===== src/sv/phmd_pkg.sv =====
// ---------------------------------------------------------------------------
// phmd_pkg
// Shared types and constants for the proof-of-work max difficulty block.
// ---------------------------------------------------------------------------
package phmd_pkg;

   localparam int EDGE_W   = 6;
   localparam int SEC_W    = 32;
   localparam int HASH_W   = 64;
   localparam int DIV_STEPS = HASH_W;

   // default edge sizes
   localparam int BASE_EDGE_DEF      = 24;
   localparam int SECONDARY_EDGE_DEF = 29;

   // one input item
   typedef struct packed {
      logic [EDGE_W-1:0] edge_bits;
      logic [SEC_W-1:0]  secondary_scaling;
      logic [HASH_W-1:0] hash_prefix;
   } req_type;

   // one result item
   typedef struct packed {
      logic [HASH_W-1:0] max_difficulty;
      logic              saturated;
   } rsp_type;

   // state carried from cell to cell along the divider chain
   typedef struct packed {
      logic              valid;
      logic              sat;
      logic [HASH_W-1:0] rem;
      logic [HASH_W-1:0] quo;
      logic [HASH_W-1:0] den;
   } div_stage_type;

endpackage


===== src/sv/phmd_scale.sv =====
// ---------------------------------------------------------------------------
// phmd_scale
// Head cell: picks the scaling value and flags items that saturate at once.
// ---------------------------------------------------------------------------
module phmd_scale #(
   parameter int BASE_EDGE      = phmd_pkg::BASE_EDGE_DEF,
   parameter int SECONDARY_EDGE = phmd_pkg::SECONDARY_EDGE_DEF
) (
   input  logic                    clock,
   input  logic                    reset,
   input  logic                    enable,
   input  logic                    in_valid,
   input  phmd_pkg::req_type       in_data,
   output phmd_pkg::div_stage_type out_stage
);

   localparam logic [phmd_pkg::EDGE_W-1:0] BASE_CODE =
      phmd_pkg::EDGE_W'(BASE_EDGE);
   localparam logic [phmd_pkg::EDGE_W-1:0] SEC_CODE =
      phmd_pkg::EDGE_W'(SECONDARY_EDGE);

   logic [phmd_pkg::EDGE_W-1:0] shift_dist;
   logic [phmd_pkg::EDGE_W:0]   shamt;
   logic [phmd_pkg::HASH_W-1:0] scale;
   phmd_pkg::div_stage_type     stage_in, stage_ff;

   // (2 << distance) * edge is edge shifted by distance + 1, wrapped to 64 bits
   always_comb begin
      shift_dist = in_data.edge_bits - BASE_CODE;
      shamt      = {1'b0, shift_dist} + 1'b1;
      if (in_data.edge_bits == SEC_CODE) begin
         scale = {{(phmd_pkg::HASH_W-phmd_pkg::SEC_W){1'b0}}, in_data.secondary_scaling};
      end else if (in_data.edge_bits < BASE_CODE) begin
         scale = '0;
      end else begin
         scale = {{(phmd_pkg::HASH_W-phmd_pkg::EDGE_W){1'b0}}, in_data.edge_bits} << shamt;
      end
   end

   // quotient would not fit, or hash is zero
   always_comb begin
      stage_in.valid = in_valid;
      stage_in.sat   = (in_data.hash_prefix == '0) || (scale >= in_data.hash_prefix);
      stage_in.rem   = scale;
      stage_in.quo   = '0;
      stage_in.den   = in_data.hash_prefix;
   end

   always_ff @(posedge clock) begin
      if (reset) begin
         stage_ff.valid <= 1'b0;
      end else if (enable) begin
         stage_ff.valid <= stage_in.valid;
      end
      if (enable) begin
         stage_ff.sat <= stage_in.sat;
         stage_ff.rem <= stage_in.rem;
         stage_ff.quo <= stage_in.quo;
         stage_ff.den <= stage_in.den;
      end
   end

   assign out_stage = stage_ff;

endmodule


===== config.mk =====
export PLATFORM = sky130hd
export DESIGN_NAME = phmd_scale
export DESIGN_NICKNAME = d
export VERILOG_FILES = /design/src/sv/phmd_pkg.sv /design/src/sv/phmd_scale.sv
export SDC_FILE = /design/constraint.sdc
export NUM_CORES = 1
export LEC_CHECK = 0
export BUFFER_PORTS_ARGS = -buffer_cell sky130_fd_sc_hd__buf_2
export CAP_MARGIN = 20
export CELL_PAD_IN_SITES_DETAIL_PLACEMENT = 0
export CELL_PAD_IN_SITES_GLOBAL_PLACEMENT = 2
export CORE_ASPECT_RATIO = 0.6
export CORE_MARGIN = 1.5
export CORE_UTILIZATION = 32
export DETAILED_ROUTE_END_ITERATION = 12
export GPL_TIMING_DRIVEN = 0
export MAX_ROUTING_LAYER = met4
export PLACE_DENSITY_LB_ADDON = 0.1
export SLEW_MARGIN = 10
export SYNTH_ARGS = -nofsm -noshare
export SYNTH_HDL_FRONTEND = slang
export SYNTH_SLANG_ARGS = --single-unit

===== constraint.sdc =====
create_clock -name clock -period 10.9 [get_ports clock]
set_input_delay 2.725 -clock clock [delete_from_list [all_inputs] [get_ports clock]]
set_output_delay 2.725 -clock clock [all_outputs]
set_load 0.01 [all_outputs]

==> qor.yml <==
antennaDiodeCount: 0
hp-class: "register to register"
critPathSlowestCell: "a31oi_1"
layout.nets: 1124
hold_viol: 0
synth_cells: 630
fin_util_pct: 43.53
syn2layout_area_growth_pct: 33.54
initial_core_util_pct: 32.59
grt_antenna_before_repair: 0
required_ps: 11200
ys_seq_elements: 130
critical_path_class: "primary input to register"
final_antenna_net_count: 0
rows: 42
grt_pass1_vias: 5592
grt_setup_unrepaired: "no"
io_pins: 300
reg2reg_depth: 2
synth_edf_count: 129
fmaxAchievable_ghz: 0.1362
crit_arrival_ps: 7640
postCtsHoldBufs: 0
drive_gt1_share_pct: 35.59
core_mm2: 0.02202
ctsResizeCount: 0
synth_top_cell_area_share_pct: 53.97
cts-htree-levels: 4
maxCapViolations: 0
worstMarginPinSlew_ps: 1106
end_kind: "register"
synth_ff_type: "edfxtp_1"
placed_area_mm2: 0.008981
async_flop_share_pct: 0
largest_reg_flops: 130
fillers: 2125
vias_per_cell: 4.584
synth_top_cell_by_area: "edfxtp_1"
syn_area_mm2: 0.007177
die_h_um: 119.0
fin_crit_sh_pct: 67.33
yosys_warnings: 0
vias: 5716
ys_seq_area_share_pct: 54.25
grt_pass1_wl_mm: 33.92
dp_cells: 1215
die_w_um: 196.3
drc: 0
skew_ps: 0
final_cells: 1247
cts_tree: "built"
first_pass_iters: 5
clkTransAtPathRegs_ps: 60
crit_path_frequent_cell: "ha_1"
yosys-top-cells-area: "edfxtp_1 (54%), ha_1 (12%), buf_4 (6.7%), inv_1 (3.6%), nand2_1 (2.7%)"
min_period_ps: 7339
status: "complete, no violations"
pwr_density_cell_mw_per_mm2: 148.8
relSlewSlack_pct: 25.48
syn_area_per_cell_um2: 11.39
portBuffers: 235
whs_ps: 500.5
max_stage_delay_ps: 670
grt_overflow: 0
dpl.hpwl_mm: 18.94
cts_root_buf: "clkbuf_16"
critical_path.startpoint_type: "primary input"
clk_latency_ps: 420
setup-tns-final_ps: 0
cp_num_buf_inv: 3
fin_area_mm2: 0.009584
crit_family: "simple AND/OR/NAND/NOR gates"
crit_cells: 16
dieArea_mm2: 0.02337
power.leakage_nw: 4.618
path_cells: "buf_2 > ha_1 > ha_1 > clkbuf_1 > clkinv_1 > mux2i_1 > nor2_1 > a31oi_1 > nor2_1 > ha_1 > nand4_1 > nor4bb_1 > nand2_1 > or4_1 > nand4_1 > a211o_1"
setup_viol: 0
totalWireLength_mm: 23.27
crit_path_max_fanout: 9
drt_iter0_drc: 318
grt_usage_pct: 20.50
hold_depth: 2
post-cts-setup-buffer-count: 0
grt_start_max_net_pins: 95
cts_sinks: 130
numCtsBuffers: 17
gp_congestion: 0.8244
vdd_drop_max_v: 0.0001076
synth_cell_types: 45
cts_buffer_depth: 2
wl_per_cell_um: 18.66
drv_slew: 0
placed cells by master (no fill, tap or decap), types with 4 or more instances in the layout:
cell	instances
buf_2	236
edfxtp_1	129
ha_1	70
inv_1	69
buf_4	64
conb_1	64
nand2_1	51
nor2_1	39
o21ai_0	36
a21oi_1	24
nand4_1	19
nor4_1	18
a21o_1	17
clkbuf_16	17
clkbuf_1	9
o22ai_1	8
nand3_1	7
mux2i_1	7
nor3_1	6
nor2b_1	5
a31oi_1	4
and4_1	4
metrics by stage:
stage,worst slack (ps),power (mW)
2_1_floorplan,4863,0.7277
3_3_place_gp,3195,0.8398
3_5_place_dp,3199,0.8418
4_1_cts,3630,1.437
5_1_grt,3289,1.480
6_report,3561,1.426
kinds of logic (layout without fill, tap and decap cells):
group / count (synthesis) / after routing / synth area share, %
AND/OR/NAND/NOR: 163 / 163 / 11.12
buffers and inverters: 143 / 411 / 10.86
flip-flops: 130 / 130 / 54.25
AO/OA/AOI/OAI: 107 / 107 / 9.118
adder cells (fa/ha/maj): 70 / 70 / 12.20
multiplexers: 10 / 10 / 1.447
XOR/XNOR: 6 / 6 / 0.9415
other: 1 / 64 / 0.05225
synth_stat cells (4+ instances only):
master,instances
edfxtp_1,129
ha_1,70
inv_1,69
buf_4,64
nand2_1,51
nor2_1,39
o21ai_0,36
a21oi_1,24
nand4_1,19
nor4_1,18
a21o_1,17
o22ai_1,8
clkbuf_1,7
mux2i_1,7
nand3_1,7
nor3_1,6
nor2b_1,5
a31oi_1,4
and4_1,4
path summary, 6_finish.rpt:
| check | from | end | slack [ps] |
|---|---|---|---|
| hold / removal | out_stage[193] | out_stage[193] | 500 |
| setup / recovery | in_data[97] | out_stage[192] | 3560 |
| hold reg to reg | out_stage[193] | out_stage[193] | 500 |
| setup reg to reg | out_stage[193] | out_stage[193] | 10310 |
report_power, final:
group	internal [mW]	total (mW)	switching [mW]
sequential	0.591	0.600	0.00926
clock	0.367	0.593	0.226
combinational	0.0856	0.233	0.147
layer usage:
metal	vias up	track usage, %	wire length (um)
met4	0	4.375	207
met2	201	27.26	9333
met3	14	4.106	1300
met1	2697	31.59	12430
li1	2804	-	-
met5	-	-	0
worst register-to-register path, stage by stage (launching register included):
cell	delay (ps)
dfxtp_1	310
mux2i_1	130
nor2_1	50
final cells by class:
type	count	area [um^2]	area share, %
buffer	73	516.7	5.392
clock buffer	20	446.7	4.661
clock inverter	12	156.4	1.632
inverter	70	262.8	2.742
multi-input combinational	420	2740	28.59
sequential	130	3894	40.63
tap	286	357.8	3.734
timing repair buffer	236	1210	12.62
Power figures use the tool's default switching activity.
