===== src/sv/phmd_pkg.sv =====
// ---------------------------------------------------------------------------
// phmd_pkg
// Shared types and constants for the proof-of-work max difficulty block.
// ---------------------------------------------------------------------------
package phmd_pkg;

   localparam int EDGE_W   = 6;
   localparam int SEC_W    = 32;
   localparam int HASH_W   = 64;
   localparam int DIV_STEPS = HASH_W;

   // default edge sizes
   localparam int BASE_EDGE_DEF      = 24;
   localparam int SECONDARY_EDGE_DEF = 29;

   // one input item
   typedef struct packed {
      logic [EDGE_W-1:0] edge_bits;
      logic [SEC_W-1:0]  secondary_scaling;
      logic [HASH_W-1:0] hash_prefix;
   } req_type;

   // one result item
   typedef struct packed {
      logic [HASH_W-1:0] max_difficulty;
      logic              saturated;
   } rsp_type;

   // state carried from cell to cell along the divider chain
   typedef struct packed {
      logic              valid;
      logic              sat;
      logic [HASH_W-1:0] rem;
      logic [HASH_W-1:0] quo;
      logic [HASH_W-1:0] den;
   } div_stage_type;

endpackage


===== src/sv/phmd_out_buf.sv =====
// ---------------------------------------------------------------------------
// phmd_out_buf
// Output register plus one skid entry; stalls the chain only when both hold.
// ---------------------------------------------------------------------------
module phmd_out_buf (
   input  logic                    clock,
   input  logic                    reset,
   input  phmd_pkg::div_stage_type in_stage,
   output logic                    advance,
   output logic                    rsp_valid,
   input  logic                    rsp_ready,
   output phmd_pkg::rsp_type       rsp_data
);

   phmd_pkg::rsp_type result;
   phmd_pkg::rsp_type out_ff, skid_ff;
   logic              out_valid_ff, skid_valid_ff;
   logic              out_free;

   // final result from the last cell
   always_comb begin
      result.max_difficulty = in_stage.sat ? '1 : in_stage.quo;
      result.saturated      = in_stage.sat || (&in_stage.quo);
   end

   assign out_free = !out_valid_ff || rsp_ready;
   assign advance  = !skid_valid_ff;

   // control
   always_ff @(posedge clock) begin
      if (reset) begin
         out_valid_ff  <= 1'b0;
         skid_valid_ff <= 1'b0;
      end else if (skid_valid_ff) begin
         if (rsp_ready) begin
            skid_valid_ff <= 1'b0;
         end
      end else if (in_stage.valid) begin
         if (out_free) begin
            out_valid_ff <= 1'b1;
         end else begin
            skid_valid_ff <= 1'b1;
         end
      end else if (rsp_ready) begin
         out_valid_ff <= 1'b0;
      end
   end

   // payload
   always_ff @(posedge clock) begin
      if (skid_valid_ff) begin
         if (rsp_ready) begin
            out_ff <= skid_ff;
         end
      end else if (in_stage.valid) begin
         if (out_free) begin
            out_ff <= result;
         end else begin
            skid_ff <= result;
         end
      end
   end

   assign rsp_valid = out_valid_ff;
   assign rsp_data  = out_ff;

endmodule


===== config.mk =====
export PLATFORM = sky130hd
export DESIGN_NAME = phmd_out_buf
export DESIGN_NICKNAME = d
export VERILOG_FILES = /design/src/sv/phmd_pkg.sv /design/src/sv/phmd_out_buf.sv
export SDC_FILE = /design/constraint.sdc
export NUM_CORES = 1
export LEC_CHECK = 0
export BUFFER_PORTS_ARGS = -buffer_cell sky130_fd_sc_hd__buf_2
export CAP_MARGIN = 20
export CORE_UTILIZATION = 35
export CTS_BUF_LIST = sky130_fd_sc_hd__clkbuf_4 sky130_fd_sc_hd__clkbuf_8 sky130_fd_sc_hd__clkbuf_16
export DETAILED_ROUTE_END_ITERATION = 7
export PLACE_DENSITY = 0.67
export SLEW_MARGIN = 10
export SYNTH_ARGS = -nofsm -noshare
export SYNTH_HDL_FRONTEND = slang
export SYNTH_SLANG_ARGS = --single-unit

===== constraint.sdc =====
create_clock -name clock -period 8.95 [get_ports clock]
set_input_delay 1.79 -clock clock [delete_from_list [all_inputs] [get_ports clock]]
set_output_delay 1.79 -clock clock [all_outputs]
set_load 0.03 [all_outputs]

==> impl_metrics.tcl, run 1 <==
set metrics [dict create \
    finalSetupTns_ns 0 \
    drt-initial-drc-count 159 \
    ctsHoldBuffers 0 \
    setup_violations 0 \
    cpPeakStageDelay_ns 0.64 \
    dp.cells 643 \
    cts_buffer_depth 2 \
    fill_cells 1396 \
    cp.required_ns 7.16 \
    ys_ff_latch 132 \
    start_kind "flip-flop" \
    die_w_um 128 \
    first_pass_iters 4 \
    initial_utilization 0.361 \
    min_from "rsp_valid$_SDFFE_PP0P_" \
    relSlewSlack 0.371 \
    clk_latency_ns 0.41 \
    min_period_ns 3.71 \
    antennaDiodeCount 0 \
    finalWeightedCongestion 0.749 \
    fmax_ghz 0.270 \
    dieArea_um2 16300 \
    final_common_cell "buf_2" \
    num-nets-final 648 \
    grt.overflow.total 0 \
    p_leak_nw 2.59 \
    chipHeight_um 128 \
    antenna_found_initial 0 \
    synth-simple-area-share 0.102 \
    grt_pass1_vias 3215 \
    r2r_setup_slack_ns 6.64 \
    clock-root-buffer "clkbuf_16" \
    mappedNetlistArea_um2 5530 \
    mostFrequentLayoutCells "buf_2 (135), edfxtp_1 (130), or2_1 (40), mux2_4 (40)" \
    hpwl_mm 7.75 \
    hold_viol 0 \
    fin_hold_ws_ns 0.525 \
    worstPathMaxFanout 35 \
    r2r_start "skid_valid_ff$_SDFF_PP0_" \
    area_growth_pct 26.0 \
    ys_top_cells_by_area "edfxtp_1 (71%), mux2_4 (11%), mux2_2 (4.9%), or2_1 (4.5%), or2_2 (2.7%)" \
    final_util 0.455 \
    synthMuxAreaShare 0.158 \
    ys_seq_area_frac 0.713 \
    cts_made_buffers 17 \
    cp-end-kind "output port" \
    path_class "flip-flop to output port" \
    fin_cells 675 \
    synth_xor_area_frac 0 \
    hold_class "flip-flop to flip-flop" \
    setup_ws_ns 5.24 \
    yosys.area_share.adder 0 \
    synth_compound_area_frac 0.00588 \
    synth_cells 308 \
    syn_avg_cell_area_um2 18.0 \
    path_cells "clkinv_2, buf_2" \
    ioPinCount 264 \
    worstMarginPinSlew_ns 0.943 \
    cts_tree "done" \
    synth_warnings 0 \
    synth_top_family_by_area "multiplexers" \
    synth_top_area_frac 0.706 \
    ant_nets 0 \
    core-area_um2 15300 \
    startpoint "skid_valid_ff$_SDFF_PP0_" \
    htreeDepth 4 \
    post_cts_buffers 0 \
    p_per_area_nw_per_um2 220 \
    syn_nets 505 \
    num_rows 45 \
    finClkSkew_ns 0.00792 \
    synth_area_leader_cell "edfxtp_1" \
    place_ws_ns 5.57 \
    rsz0062_at_grt "no" \
    routedWlPerCell_um 16.9 \
    drive_gt1_frac 0.556 \
    slowest_stage "clkinv_2" \
    status "finished, final reports clean" \
    numPortBuffers 135 \
    maxCapViolations 0 \
    grt_max_degree 67 \
    post_cts_resized 0 \
    drt_wl_total_mm 11.4 \
    peakVddDrop_v 0.000148 \
    drcViolationCount 0 \
    yosysUniqueCellTypes 20 \
    critPathArrivalTime_ns 1.92 \
    cts.clk_slew.worst_paths_ns 0.05 \
    grt_first_pass_wirelength_mm 17.6 \
    clock-sinks 132 \
    vias 3118 \
    period_share 0.414 \
    vias_per_cell 4.62 \
    finalMaxSlewViolations 0 \
    track_usage 0.149 \
]
[path summary, 6_finish.rpt]
check                           depth (start not counted)                      to
worst max-delay path                                    2                 advance
worst min-delay path                                    2  rsp_valid$_SDFFE_PP0P_
worst max register to register                          3  rsp_data[33]$_DFFE_PP_
worst min register to register                          2  rsp_valid$_SDFFE_PP0P_
[critical path, delay by kind of cell (launching register included)]
| family | cells | cell delay, ns |
|---|---|---|
| buf+inv | 2 | 1.06 |
| flops | 1 | 0.44 |
[logic make-up (layout without fill, tap and decap cells)]
family / count (synthesis) / in the layout
multiplexers: 64 / 64
AO/OA/AOI/OAI: 5 / 5
flip-flops: 132 / 132
AND/OR/NAND/NOR: 91 / 91
buffers and inverters: 16 / 172
[Yosys cell counts]
cell / number
inv_1: 1
a21oi_1: 2
o21ai_0: 1
inv_2: 1
nor4_1: 4
dfxtp_1: 2
buf_6: 7
o22a_1: 1
edfxtp_1: 130
or2_1: 40
or2_2: 24
nor2_1: 3
clkbuf_1: 2
mux2_2: 24
nand4_1: 17
buf_2: 5
nand2b_1: 2
a2bb2oi_1: 1
mux2_4: 40
nor3b_1: 1
[report_power, final]
group / internal, mW / switching [mW]
sequential: 0.712 / 0.00738
combinational: 0.0550 / 0.0866
clock: 0.409 / 0.260
[metrics by stage]
step | power (mW) | cell area [um^2]
2_1_floorplan | 0.828 | 5530
3_3_place_gp | 0.873 | 6390
3_5_place_dp | 0.876 | 6390
4_1_cts | 1.55 | 6960
5_1_grt | 1.58 | 6960
6_report | 1.53 | 6960
[routing by layer]
layer,GRT usage,share of wire
met2,0.224,0.44
met1,0.187,0.45
met4,0.0595,0.013
met5,0,0
met3,0.0676,0.092
[layout make-up]
cell class	count	area, um^2	area share
multi-input cells	160	1480	0.213
well taps	211	264	0.0379
flip-flops and latches	132	3940	0.566
repair buffers	138	698	0.100
inverters	2	8.76	0.00126
clock inverters	14	136	0.0196
clock buffers	18	433	0.0622
[registers in the layout, indices dropped and copies added, names as in the netlist]
| name | cells |
|---|---|
| skid_valid_ff | 1 |
| rsp_valid | 1 |
| rsp_data | 65 |
| skid_ff | 65 |
Note: power is estimated with default switching activity, not from simulation.
==> inputs of run 2 (changes only) <==
Settings changed: PLACE_DENSITY 0.67 to 0.7.
Clock period 8.95 ns to 3.22 ns, I/O delays scaled along.
==> run 2 against run 1 <==
  * Sequential share of layout area about the same
  * Design area about the same
  * Highest routed layer is now met5
  * Clock-buffer cell count up 1
  * Sequential cell count unchanged
  * Critical path depth unchanged
  * Combinational power rose to 2.8 times the previous value
  * Die area unchanged
  * Largest power group unchanged
  * First-iteration DRC count down 10%
  * Critical path type unchanged
  * Non-clock buffer count up 2
==> impl_metrics.tcl, run 2 (synthesized netlist as in run 1, its figures left out) <==
set metrics [dict create \
    htreeDepth 4 \
    period_share 0.706 \
    initial_utilization 0.361 \
    hold_viol 0 \
    path_cells "clkinv_2, buf_2" \
    status "finished, final reports clean" \
    clock-sinks 132 \
    vias 3164 \
    pwr-share-clk 0.421 \
    hpwl_mm 7.91 \
    cts_made_buffers 17 \
    peakVddDrop_v 0.000504 \
    grt_max_degree 67 \
    finalWeightedCongestion 0.742 \
    worstPathMaxFanout 21 \
    critPathArrivalTime_ns 1.63 \
    fmax_ghz 0.440 \
    setup_violations 0 \
    p_leak_nw 2.60 \
    hold_class "input pin to flip-flop" \
    pwr-share-seq 0.482 \
    chipHeight_um 128 \
    numPortBuffers 135 \
    num-nets-final 650 \
    track_usage 0.148 \
    drt-initial-drc-count 143 \
    p_int_mw 3.19 \
    post_cts_resized 0 \
    path_class "flip-flop to output port" \
    ant_nets 0 \
    maxCapViolations 0 \
    cts.clk_slew.worst_paths_ns 0.05 \
    routedWlPerCell_um 17.0 \
    finClkSkew_ns 0.00742 \
    grt.overflow.total 0 \
    dp.cells 645 \
    drt_wl_total_mm 11.5 \
    cp-end-kind "output port" \
    relSlewSlack 0.381 \
    fin_hold_ws_ns 0.417 \
    mostFrequentLayoutCells "buf_2 (135), edfxtp_1 (130), or2_1 (40), mux2_4 (40)" \
    die_w_um 128 \
    cts_tree "done" \
    cp.required_ns 2.58 \
    antenna_found_initial 5 \
    core-area_um2 15300 \
    worstMarginPinSlew_ns 0.929 \
    clock-root-buffer "clkbuf_16" \
    rsz0062_at_grt "no" \
    first_pass_iters 4 \
    drive_gt1_frac 0.556 \
    post_cts_buffers 0 \
    dieArea_um2 16300 \
    drcViolationCount 0 \
    final_common_cell "buf_2" \
    start_kind "flip-flop" \
    p_sw_uw 950 \
    min_period_ns 2.27 \
    clk_latency_ns 0.41 \
    cts_buffer_depth 2 \
    vias_per_cell 4.65 \
    num_rows 45 \
    final_util 0.455 \
    grt_pass1_vias 3201 \
    finalMaxSlewViolations 0 \
    share_comb_of_total_power 0.096 \
    slowest_stage "dfxtp_1" \
    fin_cells 680 \
    ctsHoldBuffers 0 \
    finalSetupTns_ns 0 \
    grt_first_pass_wirelength_mm 17.7 \
    swShare 0.229 \
    cpPeakStageDelay_ns 0.46 \
    area_growth_pct 25.9 \
    ioPinCount 264 \
    p_per_area_nw_per_um2 595 \
    total_power_mw 4.14 \
]
==> run 2: changes by cell type in the layout (fill, tap and decap cells not counted), sizes merged <==
cell | previous run | this run
clkinvlp | 5 | 3
buf | 138 | 140
bufinv | 2 | 1
clkinv | 7 | 10
clkbuf | 18 | 19
diode | 0 | 3
inv | 2 | 1
==> run 2: stage by stage <==
step	instance area [um^2]	setup WS [ns]
global placement	6420	1.07
global route	6960	0.847
finish	6960	0.948
detailed placement	6420	1.05
CTS	6950	0.903
floorplan	5540	0.347
==> run 2: final cells by class <==
type                            instances  area (um^2)
Antenna cell                            3         7.51
Sequential cell                       132         3940
Fill cell                            1396         8350
Multi-Input combinational cell        160         1480
Inverter                                2         8.76
Clock buffer                           19          440
Tap cell                              211          264
Timing Repair Buffer                  140          726
Clock inverter                         13         92.6
==> run 2: worst max-delay path: cells and delay by family, from the launching register on <==
kind	cells	cell delay (ns)
buf+inv	2	0.77
flops	1	0.46
==> run 2: worst paths after layout <==
path / startpoint / to / slack [ns] / depth (start not counted)
hold reg to reg: rsp_valid$_SDFFE_PP0P_ / rsp_valid$_SDFFE_PP0P_ / 0.52 / 2
setup / recovery: skid_valid_ff$_SDFF_PP0_ / advance / 0.95 / 2
setup reg to reg: skid_valid_ff$_SDFF_PP0_ / rsp_data[13]$_DFFE_PP_ / 1.24 / 3
hold / removal: reset / rsp_valid$_SDFFE_PP0P_ / 0.42 / 2
==> run 2: power groups by stage <==
stage	sequential [mW]	clock, mW	combinational, mW
floorplan	2.14	0	0.160
global placement	2.03	0	0.394
detailed placement	2.03	0	0.404
CTS	2.00	1.79	0.405
global route	2.00	1.85	0.429
finish	2.00	1.75	0.399
==> run 2: routing by layer <==
| metal | vias to the layer above | part of all wire | track usage |
|---|---|---|---|
| met4 | 4 | 0.010 | 0.0457 |
| met1 | 1540 | 0.44 | 0.187 |
| li1 | 1474 | - | - |
| met2 | 131 | 0.44 | 0.218 |
| met5 | - | 0.0023 | 0 |
| met3 | 15 | 0.11 | 0.0806 |
